--- config.mk ---
export PLATFORM = sky130hd
export DESIGN_NAME = sprite_cell_color_quantizer_top
export DESIGN_NICKNAME = d
export VERILOG_FILES = /design/src/sv/scq_pkg.sv /design/src/sv/scq_front.sv /design/src/sv/scq_queue.sv /design/src/sv/scq_back.sv /design/src/sv/sprite_cell_color_quantizer_top.sv
export SDC_FILE = /design/constraint.sdc
export NUM_CORES = 1
export LEC_CHECK = 0
export BUFFER_PORTS_ARGS = -buffer_cell sky130_fd_sc_hd__buf_2
export CAP_MARGIN = 20
export CORE_MARGIN = 2
export CORE_UTILIZATION = 66
export DETAILED_ROUTE_END_ITERATION = 12
export PLACE_DENSITY = 0.89
export SLEW_MARGIN = 30
export SYNTH_ARGS = -nofsm -noshare
export SYNTH_HDL_FRONTEND = slang
export SYNTH_SLANG_ARGS = --single-unit
--- constraint.sdc ---
create_clock -name clock -period 16.5 [get_ports clock]
set_input_delay 3.3 -clock clock [delete_from_list [all_inputs] [get_ports clock]]
set_output_delay 3.3 -clock clock [all_outputs]
set_load 0.005 [all_outputs]
--- src/sv/scq_pkg.sv ---
// shared types, constants and helper functions for the sprite cell color quantizer
package scq_pkg;

   // recolor table and color field widths
   localparam int RECOLOR_PAIRS = 4;
   localparam int RGB_W         = 24;
   localparam int PAIR_W        = 2 * RGB_W;
   localparam int GLYPH_W       = 32;
   localparam int INDEX_W       = 8;
   localparam int COUNT_W       = 3;

   // configuration port
   localparam int CSR_INDEX_W   = 3;
   localparam int CSR_DATA_W    = PAIR_W;

   typedef enum logic [CSR_INDEX_W-1:0] {
      CSR_RECOLOR_COUNT  = 3'd0,
      CSR_RECOLOR_PAIR_0 = 3'd1,
      CSR_RECOLOR_PAIR_1 = 3'd2,
      CSR_RECOLOR_PAIR_2 = 3'd3,
      CSR_RECOLOR_PAIR_3 = 3'd4
   } csr_index_type;

   // queue between front and back
   localparam int QUEUE_DEPTH   = 4;
   localparam int QUEUE_AW      = $clog2(QUEUE_DEPTH);
   localparam int QUEUE_CW      = QUEUE_AW + 1;

   // color encoding constants
   localparam logic [RGB_W-1:0]   MAGENTA_RGB       = 24'hFF00FF;
   localparam logic [INDEX_W-1:0] TRANSPARENT_INDEX = 8'hFF;
   localparam logic [INDEX_W-1:0] HEIGHT_UNDEFINED  = 8'hFF;
   localparam int CUBE_BASE      = 16;
   localparam int RED_WEIGHT     = 36;
   localparam int GREEN_WEIGHT   = 6;
   localparam int QUANT_MUL      = 5;
   localparam int QUANT_ROUND    = 128;
   localparam int QUANT_DIV_STD  = 255;
   localparam int QUANT_DIV_REFL = 400;
   localparam int QUANT_LEVELS   = 5;
   localparam int QUANT_SUM_W    = 11;

   // height glyph character codes
   localparam logic [GLYPH_W-1:0] GLYPH_DIGIT_0 = 32'h30;
   localparam logic [GLYPH_W-1:0] GLYPH_DIGIT_9 = 32'h39;
   localparam logic [GLYPH_W-1:0] GLYPH_UPPER_A = 32'h41;
   localparam logic [GLYPH_W-1:0] GLYPH_UPPER_Z = 32'h5A;
   localparam int HEIGHT_LETTER_BASE = 10;

   // input transaction
   typedef struct packed {
      logic [GLYPH_W-1:0] image_glyph;
      logic [RGB_W-1:0]   fore_rgb;
      logic [RGB_W-1:0]   back_rgb;
      logic [RGB_W-1:0]   key_rgb;
      logic [GLYPH_W-1:0] height_glyph;
      logic               reflection;
   } req_type;

   // result transaction
   typedef struct packed {
      logic [GLYPH_W-1:0] out_glyph;
      logic [INDEX_W-1:0] fore_index;
      logic [INDEX_W-1:0] back_index;
      logic [INDEX_W-1:0] height_code;
   } rsp_type;

   // classified cell held in the queue
   typedef struct packed {
      logic [GLYPH_W-1:0] glyph;
      logic [RGB_W-1:0]   fore_rgb;
      logic [RGB_W-1:0]   back_rgb;
      logic               fore_transparent;
      logic               back_transparent;
      logic               reflection;
      logic [INDEX_W-1:0] height_code;
   } work_type;

   // recolor configuration seen by the front
   typedef struct packed {
      logic [COUNT_W-1:0]                  count;
      logic [RECOLOR_PAIRS-1:0][PAIR_W-1:0] pair;
   } recolor_cfg_type;

   // quantize one 8-bit channel as (c*5+128)/div by threshold compares
   function automatic logic [2:0] quant_channel(input logic [7:0] c, input logic reflection);
      logic [QUANT_SUM_W-1:0] v;
      int                     div;
      logic [2:0]             q;
      v   = QUANT_SUM_W'(c) * QUANT_SUM_W'(QUANT_MUL) + QUANT_SUM_W'(QUANT_ROUND);
      div = reflection ? QUANT_DIV_REFL : QUANT_DIV_STD;
      q   = 3'd0;
      for (int k = 1; k <= QUANT_LEVELS; k++) begin
         if (int'(v) >= k * div) begin
            q = 3'(k);
         end
      end
      return q;
   endfunction

   // color cube index 16 + 36r + 6g + b
   function automatic logic [INDEX_W-1:0] encode_rgb(input logic [RGB_W-1:0] rgb,
                                                     input logic reflection);
      logic [2:0] r;
      logic [2:0] g;
      logic [2:0] b;
      r = quant_channel(rgb[23:16], reflection);
      g = quant_channel(rgb[15:8], reflection);
      b = quant_channel(rgb[7:0], reflection);
      return INDEX_W'(CUBE_BASE + RED_WEIGHT * int'(r) + GREEN_WEIGHT * int'(g) + int'(b));
   endfunction

endpackage

--- src/sv/scq_front.sv ---
// front end: transparency test, height decode and recolor chain for one cell
module scq_front
   import scq_pkg::*;
(
   input  req_type         req_data,
   input  recolor_cfg_type recolor_cfg,
   output work_type        work_data
);

   logic [RGB_W-1:0]   fore_recolored;
   logic [RGB_W-1:0]   back_recolored;
   logic [INDEX_W-1:0] height_code;
   logic               magenta_back;

   // recolor chain, pairs applied in order so matches can chain
   always_comb begin
      fore_recolored = req_data.fore_rgb;
      back_recolored = req_data.back_rgb;
      for (int i = 0; i < RECOLOR_PAIRS; i++) begin
         if (i < int'(recolor_cfg.count)) begin
            if (fore_recolored == recolor_cfg.pair[i][PAIR_W-1:RGB_W]) begin
               fore_recolored = recolor_cfg.pair[i][RGB_W-1:0];
            end
            if (back_recolored == recolor_cfg.pair[i][PAIR_W-1:RGB_W]) begin
               back_recolored = recolor_cfg.pair[i][RGB_W-1:0];
            end
         end
      end
   end

   // height glyph decode
   always_comb begin
      if (req_data.height_glyph inside {[GLYPH_DIGIT_0:GLYPH_DIGIT_9]}) begin
         height_code = INDEX_W'(req_data.height_glyph - GLYPH_DIGIT_0);
      end else if (req_data.height_glyph inside {[GLYPH_UPPER_A:GLYPH_UPPER_Z]}) begin
         height_code = INDEX_W'(req_data.height_glyph - GLYPH_UPPER_A)
                       + INDEX_W'(HEIGHT_LETTER_BASE);
      end else begin
         height_code = HEIGHT_UNDEFINED;
      end
   end

   // transparency uses the colors as they arrive
   assign magenta_back = (req_data.back_rgb == MAGENTA_RGB);

   always_comb begin
      work_data.glyph            = req_data.image_glyph;
      work_data.fore_rgb         = fore_recolored;
      work_data.back_rgb         = back_recolored;
      work_data.fore_transparent = magenta_back || (req_data.fore_rgb == req_data.key_rgb);
      work_data.back_transparent = magenta_back || (req_data.back_rgb == req_data.key_rgb);
      work_data.reflection       = req_data.reflection;
      work_data.height_code      = height_code;
   end

endmodule

--- src/sv/scq_queue.sv ---
// short queue of classified cells between the front and the back
module scq_queue
   import scq_pkg::*;
(
   input  logic     clock,
   input  logic     reset,
   input  logic     push,
   input  work_type push_data,
   output logic     full,
   output logic     pop_valid,
   input  logic     pop,
   output work_type pop_data
);

   work_type            mem_ff [QUEUE_DEPTH];
   logic [QUEUE_AW-1:0] wr_ptr_ff;
   logic [QUEUE_AW-1:0] wr_ptr_in;
   logic [QUEUE_AW-1:0] rd_ptr_ff;
   logic [QUEUE_AW-1:0] rd_ptr_in;
   logic [QUEUE_CW-1:0] count_ff;
   logic [QUEUE_CW-1:0] count_in;

   // storage write
   always_ff @(posedge clock) begin
      if (push) begin
         mem_ff[wr_ptr_ff] <= push_data;
      end
   end

   // pointer and fill count update
   always_comb begin
      wr_ptr_in = push ? wr_ptr_ff + QUEUE_AW'(1) : wr_ptr_ff;
      rd_ptr_in = pop  ? rd_ptr_ff + QUEUE_AW'(1) : rd_ptr_ff;
      count_in  = count_ff + QUEUE_CW'(push) - QUEUE_CW'(pop);
   end

   always_ff @(posedge clock) begin
      if (reset) begin
         wr_ptr_ff <= '0;
         rd_ptr_ff <= '0;
         count_ff  <= '0;
      end else begin
         wr_ptr_ff <= wr_ptr_in;
         rd_ptr_ff <= rd_ptr_in;
         count_ff  <= count_in;
      end
   end

   assign full      = (count_ff == QUEUE_CW'(QUEUE_DEPTH));
   assign pop_valid = (count_ff != '0);
   assign pop_data  = mem_ff[rd_ptr_ff];

   // fill count stays within the depth
   a_count_bound: assert property (@(posedge clock) disable iff (reset)
      count_ff <= QUEUE_CW'(QUEUE_DEPTH))
      else $error("queue fill count above depth");

   // no push into a full queue, no pop from an empty one
   a_no_overflow: assert property (@(posedge clock) disable iff (reset)
      !(push && full) && !(pop && !pop_valid))
      else $error("queue overflow or underflow");

   // pointer distance matches the fill count
   a_ptr_count: assert property (@(posedge clock) disable iff (reset)
      (count_ff == QUEUE_CW'(QUEUE_DEPTH)) || (QUEUE_AW'(wr_ptr_ff - rd_ptr_ff) == count_ff[QUEUE_AW-1:0]))
      else $error("queue pointers disagree with fill count");

endmodule

--- src/sv/scq_back.sv ---
// back end: channel quantization, cube index and output register
module scq_back
   import scq_pkg::*;
(
   input  logic     clock,
   input  logic     reset,
   input  logic     work_valid,
   input  work_type work_data,
   output logic     work_pop,
   output logic     rsp_valid,
   input  logic     rsp_stall,
   output rsp_type  rsp_data
);

   logic    out_valid_ff;
   logic    out_valid_in;
   rsp_type out_data_ff;
   rsp_type out_data_in;
   logic    out_free;

   // output register free when empty or being taken this cycle
   assign out_free = !out_valid_ff || !rsp_stall;
   assign work_pop = work_valid && out_free;

   // encode both colors of the cell
   always_comb begin
      out_data_in.out_glyph   = work_data.glyph;
      out_data_in.fore_index  = work_data.fore_transparent ? TRANSPARENT_INDEX
                                : encode_rgb(work_data.fore_rgb, work_data.reflection);
      out_data_in.back_index  = work_data.back_transparent ? TRANSPARENT_INDEX
                                : encode_rgb(work_data.back_rgb, work_data.reflection);
      out_data_in.height_code = work_data.height_code;
      out_valid_in            = work_pop || (out_valid_ff && rsp_stall);
   end

   always_ff @(posedge clock) begin
      if (reset) begin
         out_valid_ff <= 1'b0;
      end else begin
         out_valid_ff <= out_valid_in;
      end
   end

   always_ff @(posedge clock) begin
      if (work_pop) begin
         out_data_ff <= out_data_in;
      end
   end

   assign rsp_valid = out_valid_ff;
   assign rsp_data  = out_data_ff;

   // foreground index is transparent or inside the color cube
   a_fore_range: assert property (@(posedge clock) disable iff (reset)
      rsp_valid |-> (rsp_data.fore_index == TRANSPARENT_INDEX)
                    || (rsp_data.fore_index >= 8'd16 && rsp_data.fore_index <= 8'd231))
      else $error("foreground index outside color cube");

   // background index is transparent or inside the color cube
   a_back_range: assert property (@(posedge clock) disable iff (reset)
      rsp_valid |-> (rsp_data.back_index == TRANSPARENT_INDEX)
                    || (rsp_data.back_index >= 8'd16 && rsp_data.back_index <= 8'd231))
      else $error("background index outside color cube");

   // a pop only happens when the output slot frees up, so a popped cell always reaches the output register
   a_pop_slot: assert property (@(posedge clock) disable iff (reset)
      work_pop |=> rsp_valid)
      else $error("popped cell did not reach the output register");

endmodule

--- src/sv/sprite_cell_color_quantizer_top.sv ---
// Sprite cell color quantizer: converts one sprite cell per transaction into a terminal cell
// with xterm cube color indexes and a decoded height. It takes one cell every clock cycle while
// req_stall is low and presents its result after the cell passes the queue and the output register:
// the front classifies the cell and runs the recolor chain into a four-entry queue, and the back
// quantizes both colors into an output register. req_stall rises only when the queue is full, which
// happens when the result side has stalled long enough. Recolor registers must be written through the
// csr port only while the block is idle; the block does not enforce it. Writes to unknown indexes are ignored.
module sprite_cell_color_quantizer_top
   import scq_pkg::*;
(
   input  logic                   clock,
   input  logic                   reset,
   input  logic                   req_valid,
   output logic                   req_stall,
   input  req_type                req_data,
   output logic                   rsp_valid,
   input  logic                   rsp_stall,
   output rsp_type                rsp_data,
   input  logic                   csr_write_en,
   input  logic [CSR_INDEX_W-1:0] csr_index,
   input  logic [CSR_DATA_W-1:0]  csr_data
);

   recolor_cfg_type recolor_cfg_ff;
   recolor_cfg_type recolor_cfg_in;
   work_type        front_work;
   work_type        queue_work;
   logic            queue_full;
   logic            queue_valid;
   logic            queue_pop;
   logic            req_accept;

   // configuration register writes
   always_comb begin
      recolor_cfg_in = recolor_cfg_ff;
      if (csr_write_en) begin
         case (csr_index)
            CSR_RECOLOR_COUNT: begin
               recolor_cfg_in.count = csr_data[COUNT_W-1:0];
            end
            CSR_RECOLOR_PAIR_0, CSR_RECOLOR_PAIR_1,
            CSR_RECOLOR_PAIR_2, CSR_RECOLOR_PAIR_3: begin
               for (int i = 0; i < RECOLOR_PAIRS; i++) begin
                  if (csr_index == CSR_INDEX_W'(int'(CSR_RECOLOR_PAIR_0) + i)) begin
                     recolor_cfg_in.pair[i] = csr_data[PAIR_W-1:0];
                  end
               end
            end
            default: begin
               recolor_cfg_in = recolor_cfg_ff;
            end
         endcase
      end
   end

   always_ff @(posedge clock) begin
      if (reset) begin
         recolor_cfg_ff <= '0;
      end else begin
         recolor_cfg_ff <= recolor_cfg_in;
      end
   end

   // input transaction handshake
   assign req_stall  = queue_full;
   assign req_accept = req_valid && !queue_full;

   scq_front u_front (
      .req_data    (req_data),
      .recolor_cfg (recolor_cfg_ff),
      .work_data   (front_work)
   );

   scq_queue u_queue (
      .clock     (clock),
      .reset     (reset),
      .push      (req_accept),
      .push_data (front_work),
      .full      (queue_full),
      .pop_valid (queue_valid),
      .pop       (queue_pop),
      .pop_data  (queue_work)
   );

   scq_back u_back (
      .clock      (clock),
      .reset      (reset),
      .work_valid (queue_valid),
      .work_data  (queue_work),
      .work_pop   (queue_pop),
      .rsp_valid  (rsp_valid),
      .rsp_stall  (rsp_stall),
      .rsp_data   (rsp_data)
   );

endmodule
## After elaboration in Yosys (flattened, before gate mapping)

Memories as Yosys holds them, arrays and structs flattened. A register that Yosys moved wholly into a read port is not among the register bits.
Index checks and enable logic that the tools add are counted.

| operators by class | value |
|---|---|
| multipliers | 12 |
| magnitude comparators | 38 |
| reductions and logical operators | 20 |
| eq/ne operators | 16 |
| add/sub/neg operators | 19 |
| multiplexer cells | 53 |

Operators with widths:

| kind | count |
|---|---|
| $ge A12 B32 Y1 | 18 |
| $mux W24 | 16 |
| $eq A24 B24 Y1 | 10 |
| $add A11 B8 Y11 const B | 6 |
| $mul A8 B3 Y11 const B | 6 |
| $ge A11 B10 Y1 | 4 |
| $ge A11 B11 Y1 | 4 |
| $ge A11 B9 Y1 | 4 |
| $mux W3 | 12 |
| $ge A32 B6 Y1 const B | 1 |
| $ge A32 B7 Y1 const B | 1 |
| $le A32 B6 Y1 const B | 1 |
| $le A32 B7 Y1 const B | 1 |
| $mul A3 B32 Y32 const A | 1 |
| $mul A4 B32 Y32 const A | 1 |
| $mux W2 | 14 |
| $eq A24 B24 Y1 const B | 1 |
| $add A6 B8 Y8 const A | 2 |
| $add A8 B4 Y8 | 2 |
| $add A8 B8 Y8 | 2 |
| $mux W8 | 2 |
| $mul A4 B3 Y6 const A | 2 |
| $reduce_and A3 Y1 | 4 |
| $mul A2 B3 Y5 const A | 2 |
| other kinds (20) | 41 |

| word-level totals | value |
|---|---|
| input bits | 193 |
| memory bits (writable) | 364 |
| memories | 1 |
| logic and storage cells | 172 |
| output and inout port bits | 58 |
| flip-flop bits (word level) | 259 |

Memory list:

| memory | words | bits a word | read ports | clocked after Yosys merged registers in | wr ports | line | RTL |
|---|---|---|---|---|---|---|---|
| u_queue.mem_ff | 4 | 91 | 1 | 1 | 1 | scq_queue.sv:15 | `work_type mem_ff [QUEUE_DEPTH];` |

## Longest topological paths before layout

| depth | value |
|---|---|
| depth after elaboration | 12 |
| gate-level depth with buffers | 35 |
| mapped depth without buffers | 30 |

## Cells and area by module

A second synthesis with hierarchy kept.

| unflattened totals | value |
|---|---|
| cell total of the unflattened synthesis | 3128 |
| area, all modules | 37086.8 sq um |

Modules (own cells, without submodules):

| module | sequential area each (sq um) | cells an instance | area each (sq um) | instances |
|---|---|---|---|---|
| scq_queue | 11110.7 | 517 | 13660.6 | 1 |
| scq_back | 1701.6 | 837 | 8065.2 | 1 |
| sprite_cell_color_quantizer_top | 3903.7 | 692 | 7739.9 | 1 |
| scq_front | 0.0 | 1082 | 7621.1 | 1 |

## Worst setup path after synthesis

No wires, ideal clock.

| timing | value |
|---|---|
| path type | register to register |
| from | register with a tool-made name |
| to | register u_back.out_data_ff, in the netlist u_back.rsp_data[15], data pin |
| data required time | 16244 ps |
| cell stages (with the launch flop) | 35 |
| setup time | 256 ps |
| arrival | 8614 ps |
| slack | 7629 ps |
| path buffers | 5 |
| clock period less this slack | 8871 ps |
| cell sequence | dfxtp_1 clkbuf_1 buf_1 clkbuf_1 clkbuf_1 buf_1 mux4_2 ha_1 ha_1 ha_1 fa_1 a21o_1 a21oi_1 xor2_1 inv_1 ha_1 nor2b_1 a31oi_1 nor2_1 o21a_1 nor2_1 o21ai_0 inv_1 ha_1 inv_1 fa_1 inv_1 ha_1 ha_1 a21o_1 a21oi_1 o21bai_1 a21oi_1 xnor2_1 nand2b_1 |

RTL lines:

| what | line | RTL |
|---|---|---|
| end signal, assigned | scq_back.sv:46 | `out_data_ff <= out_data_in;` |
| end, declared | scq_back.sv:17 | `rsp_type out_data_ff;` |

==> results.cfg <==
[min_path]
worst_hold_path.num_cells = 2
min-delay-start = recolor_cfg_ff[185]
path_class_of_the_lowest_slack_min_delay_path = reg2reg
worstHoldEndpoint = recolor_cfg_ff[185]

[critical_path]
max_stage_delay_ps = 780
critPathKind = in2reg
crit_chain = buf_2 > xor2_1 > nor4_1 > nand4_1 > o21ai_0 > a21oi_1 > or4b_1 > and4b_1 > nand3_4 > mux2i_1 > xor2_1 > nand4_1 > nor4b_2 > nand4b_2 > buf_4 > mux2_2 > a22o_1 > or4_1 > buf_4 > mux2i_1
reg2reg_to = u_queue.mem_ff[0][40]
r2r_start = recolor_cfg_ff[29]
worstSetupEndpointType = flip-flop
worstPathArrival_ps = 11260
reg2regPathDepth = 19
critical-path-slowest-cell = sky130_fd_sc_hd__mux2i_1
worst-path-max-fanout = 28
start_kind = primary input
reg2reg_slack_ps = 7900
worst-endpoint-required_ps = 16860

[pwr]
cellPowerDensity_nw_per_um2 = 250.7
combPwrFrac_pct = 63.0
power.share.switching_pct = 43.79
relative_contribution_of_the_clock_network_to_total_power_pct = 14.6
sw_power_mw = 4.223
ir_worst_vdd_mv = 0.3867
power_leakage_nw = 14.83
p_int_mw = 5.420
p_total_mw = 9.644
share_seq_of_total_power_pct = 22.4

[timing]
final.period_utilization_pct = 66.09
timing.max_slew.rel_slack_pct = 37.88
skew_ps = 41.71
maxSlewViolCount = 0
tns_ps = 0
setup_violations = 0
grt_setup_unrepaired = no
whs_ps = 458.0
finalHoldViolCount = 0
layout_min_cycle_time_ps = 10910
timing.fmax_ghz = 0.09170
worstMarginPinSlew_ps = 924.7
layout_setup_ws_ps = 5594

[synthesis]
synth_area_um2 = 34600
synth.area.mux_share_pct = 10.92
synth-seq-area-share_pct = 48.31
synth_top_family_by_area = simple AND/OR/NAND/NOR gates
synth_nets = 3553
ys_warn_count = 0
adder_cell_share_of_the_synthesized_area_pct = 8.982
synthXorXnorAreaFrac_pct = 6.371
count_of_flip_flops_with_a_built_in_enable_after_synthesis = 420
postSynthAreaPerCell_um2 = 11.08
postSynthRegisterBits = 625
gate_count_of_the_mapped_netlist = 3123
synth_ff_type = sky130_fd_sc_hd__edfxtp_1
synth_compound_area_share_pct = 9.871
synth_cell_types = 82
synthArstFlopShare_pct = 0
synth_simple_gate_area_share_pct = 11.96

[clock_network]
cts_tree = done
clock_insertion_delay_worst_skew_ps = 660
cts.sink_count = 625
clockRootBuffer = sky130_fd_sc_hd__clkbuf_16
cts_resized = 0
postCtsHoldBufs = 0
clock_tree.buffer_depth = 3
post-cts-setup-buffer-count = 0
htree_num_levels = 2
clk_pin_slew_ps = 60
numCtsBuffers = 60

[grt]
grt_overflow_total = 0
grt_util_all_layers_pct = 41.46
grt_antenna_before_repair = 0
maximum_number_of_pins_on_one_net_before_global_route_repair = 105
grt_first_pass_wirelength_um = 165100
vias_in_the_first_global_route = 27300

[route]
routed_via_density = 6.758
top_layer = met4
drc = 0
routed-wl-met3_um = 10200
wl_um = 114000
met1Wirelength_um = 38870
wl_met2_um = 55690
route.vias.total = 27450
drt_first_pass_iters = 7
first_iter_violations = 3526
detail-route-antenna-nets = 0
post_drt_wl_per_cell_um = 28.07

[die]
core_region_area_um2 = 51610
dieWidth_um = 233.0
initial_core_util_pct = 67.04
num_rows = 83
die_y_um = 233.0
die_ar_um2 = 54280
num_io_pins = 251

[layout]
design_area_um2 = 38470
utilization_pct = 74.53
nNetsFinal = 3761
final-instance-count-excl-fill = 4062
diodes = 0
final_layout_size_suffix_gt1_share_pct = 16.94
areaGrowthSynthToFinish_pct = 11.16

[placement]
dp_hpwl_um = 81090
preCtsSetupSlack_ps = 5108
numPlacedInstances = 3949
port_buffers = 250
detailed_place.area_um2 = 36430
gp_weighted_congestion = 1.060

[status]
status = finished, final reports clean

[run]
drv.max_cap_violation_count = 0
-- worst max-delay path by stage --
stage / to / start / cells past startpoint / slack, ps
6_report: u_queue.mem_ff[0][40] / req_data[86] / 20 / 5590
5_1_grt: u_queue.mem_ff[1][23] / req_data[79] / 19 / 5530
4_1_cts: u_queue.mem_ff[0][23] / req_data[57] / 19 / 5600
3_5_place_dp: u_queue.mem_ff[0][23] / req_data[57] / 19 / 5110
3_3_place_gp: u_queue.mem_ff[0][40] / req_data[86] / 20 / 4680
2_1_floorplan: u_back.rsp_data[15] / flip-flop / 34 / 7630
-- layout by cell type (no fill, tap or decap), types with 108 or more instances in the layout --
master,synthesis,final
sky130_fd_sc_hd__a21oi_1,301,300
sky130_fd_sc_hd__buf_2,8,249
sky130_fd_sc_hd__dfxtp_1,205,203
sky130_fd_sc_hd__edfxtp_1,420,420
sky130_fd_sc_hd__ha_1,218,218
sky130_fd_sc_hd__inv_1,177,177
sky130_fd_sc_hd__nand2_1,488,488
sky130_fd_sc_hd__o21ai_0,112,112
sky130_fd_sc_hd__xnor2_1,108,108
sky130_fd_sc_hd__xor2_1,140,140
-- power groups by stage --
stage          Clock, mW  Sequential, mW  Combinational [mW]
2_1_floorplan          0            2.16                4.32
3_3_place_gp           0            2.17                5.19
3_5_place_dp           0            2.18                5.78
4_1_cts             1.41            2.16                5.99
5_1_grt             1.46            2.17                6.73
6_report            1.41            2.16                6.07
-- logic make-up (layout without fill, tap and decap cells) --
kind of cell	count (synthesis)	in the layout
simple gates	878	878
flops	625	625
compound gates	586	586
buf+inv	304	563
xor+xnor	250	250
mux	242	242
fa+ha+maj	237	237
other cells	1	1
-- registers in the layout, indices dropped and copies added (netlist names), named ones only --
register,count
u_queue.mem_ff,364
recolor_cfg_ff,195
u_back.rsp_data,56
u_queue.count_ff,3
u_queue.rd_ptr_ff,2
u_queue.wr_ptr_ff,2
u_back.rsp_valid,1
-- per-layer routing --
layer / vias to the layer above / track usage (%)
met5: - / 0
met4: 0 / 27.83
met3: 551 / 6.998
met2: 2037 / 70.67
met1: 13170 / 48.15
li1: 11690 / -
-- Yosys cell counts, types with 48 or more instances --
cell type	count	share of area [%]
sky130_fd_sc_hd__a21oi_1	301	4.4
sky130_fd_sc_hd__clkbuf_1	91	0.99
sky130_fd_sc_hd__dfxtp_1	205	12
sky130_fd_sc_hd__edfxtp_1	420	36
sky130_fd_sc_hd__ha_1	218	7.9
sky130_fd_sc_hd__inv_1	177	1.9
sky130_fd_sc_hd__mux2_2	48	1.6
sky130_fd_sc_hd__mux2i_1	71	2.1
sky130_fd_sc_hd__mux4_2	91	5.9
sky130_fd_sc_hd__nand2_1	488	5.3
sky130_fd_sc_hd__nand3_1	55	0.80
sky130_fd_sc_hd__nor2_1	79	0.86
sky130_fd_sc_hd__o21ai_0	112	1.6
sky130_fd_sc_hd__xnor2_1	108	2.7
sky130_fd_sc_hd__xor2_1	140	3.5
-- critical path, delay by kind of cell --
kind / cells / cell delay, ps
xor+xnor: 2 / 440
compound gates: 3 / 990
simple gates: 9 / 4120
buf+inv: 3 / 720
mux: 3 / 1640
-- area by class of cell --
| cell class | instances | area [um2] |
|---|---|---|
| sequential | 625 | 16720 |
| timing repair buffer | 273 | 1474 |
| fill | 3203 | 13150 |
| tap | 680 | 850.8 |
| inverter | 177 | 664.4 |
| clock inverter | 31 | 341.6 |
| multi-input combinational | 2194 | 16730 |
| clock buffer | 82 | 1679 |
Power figures use the tool's default switching activity.
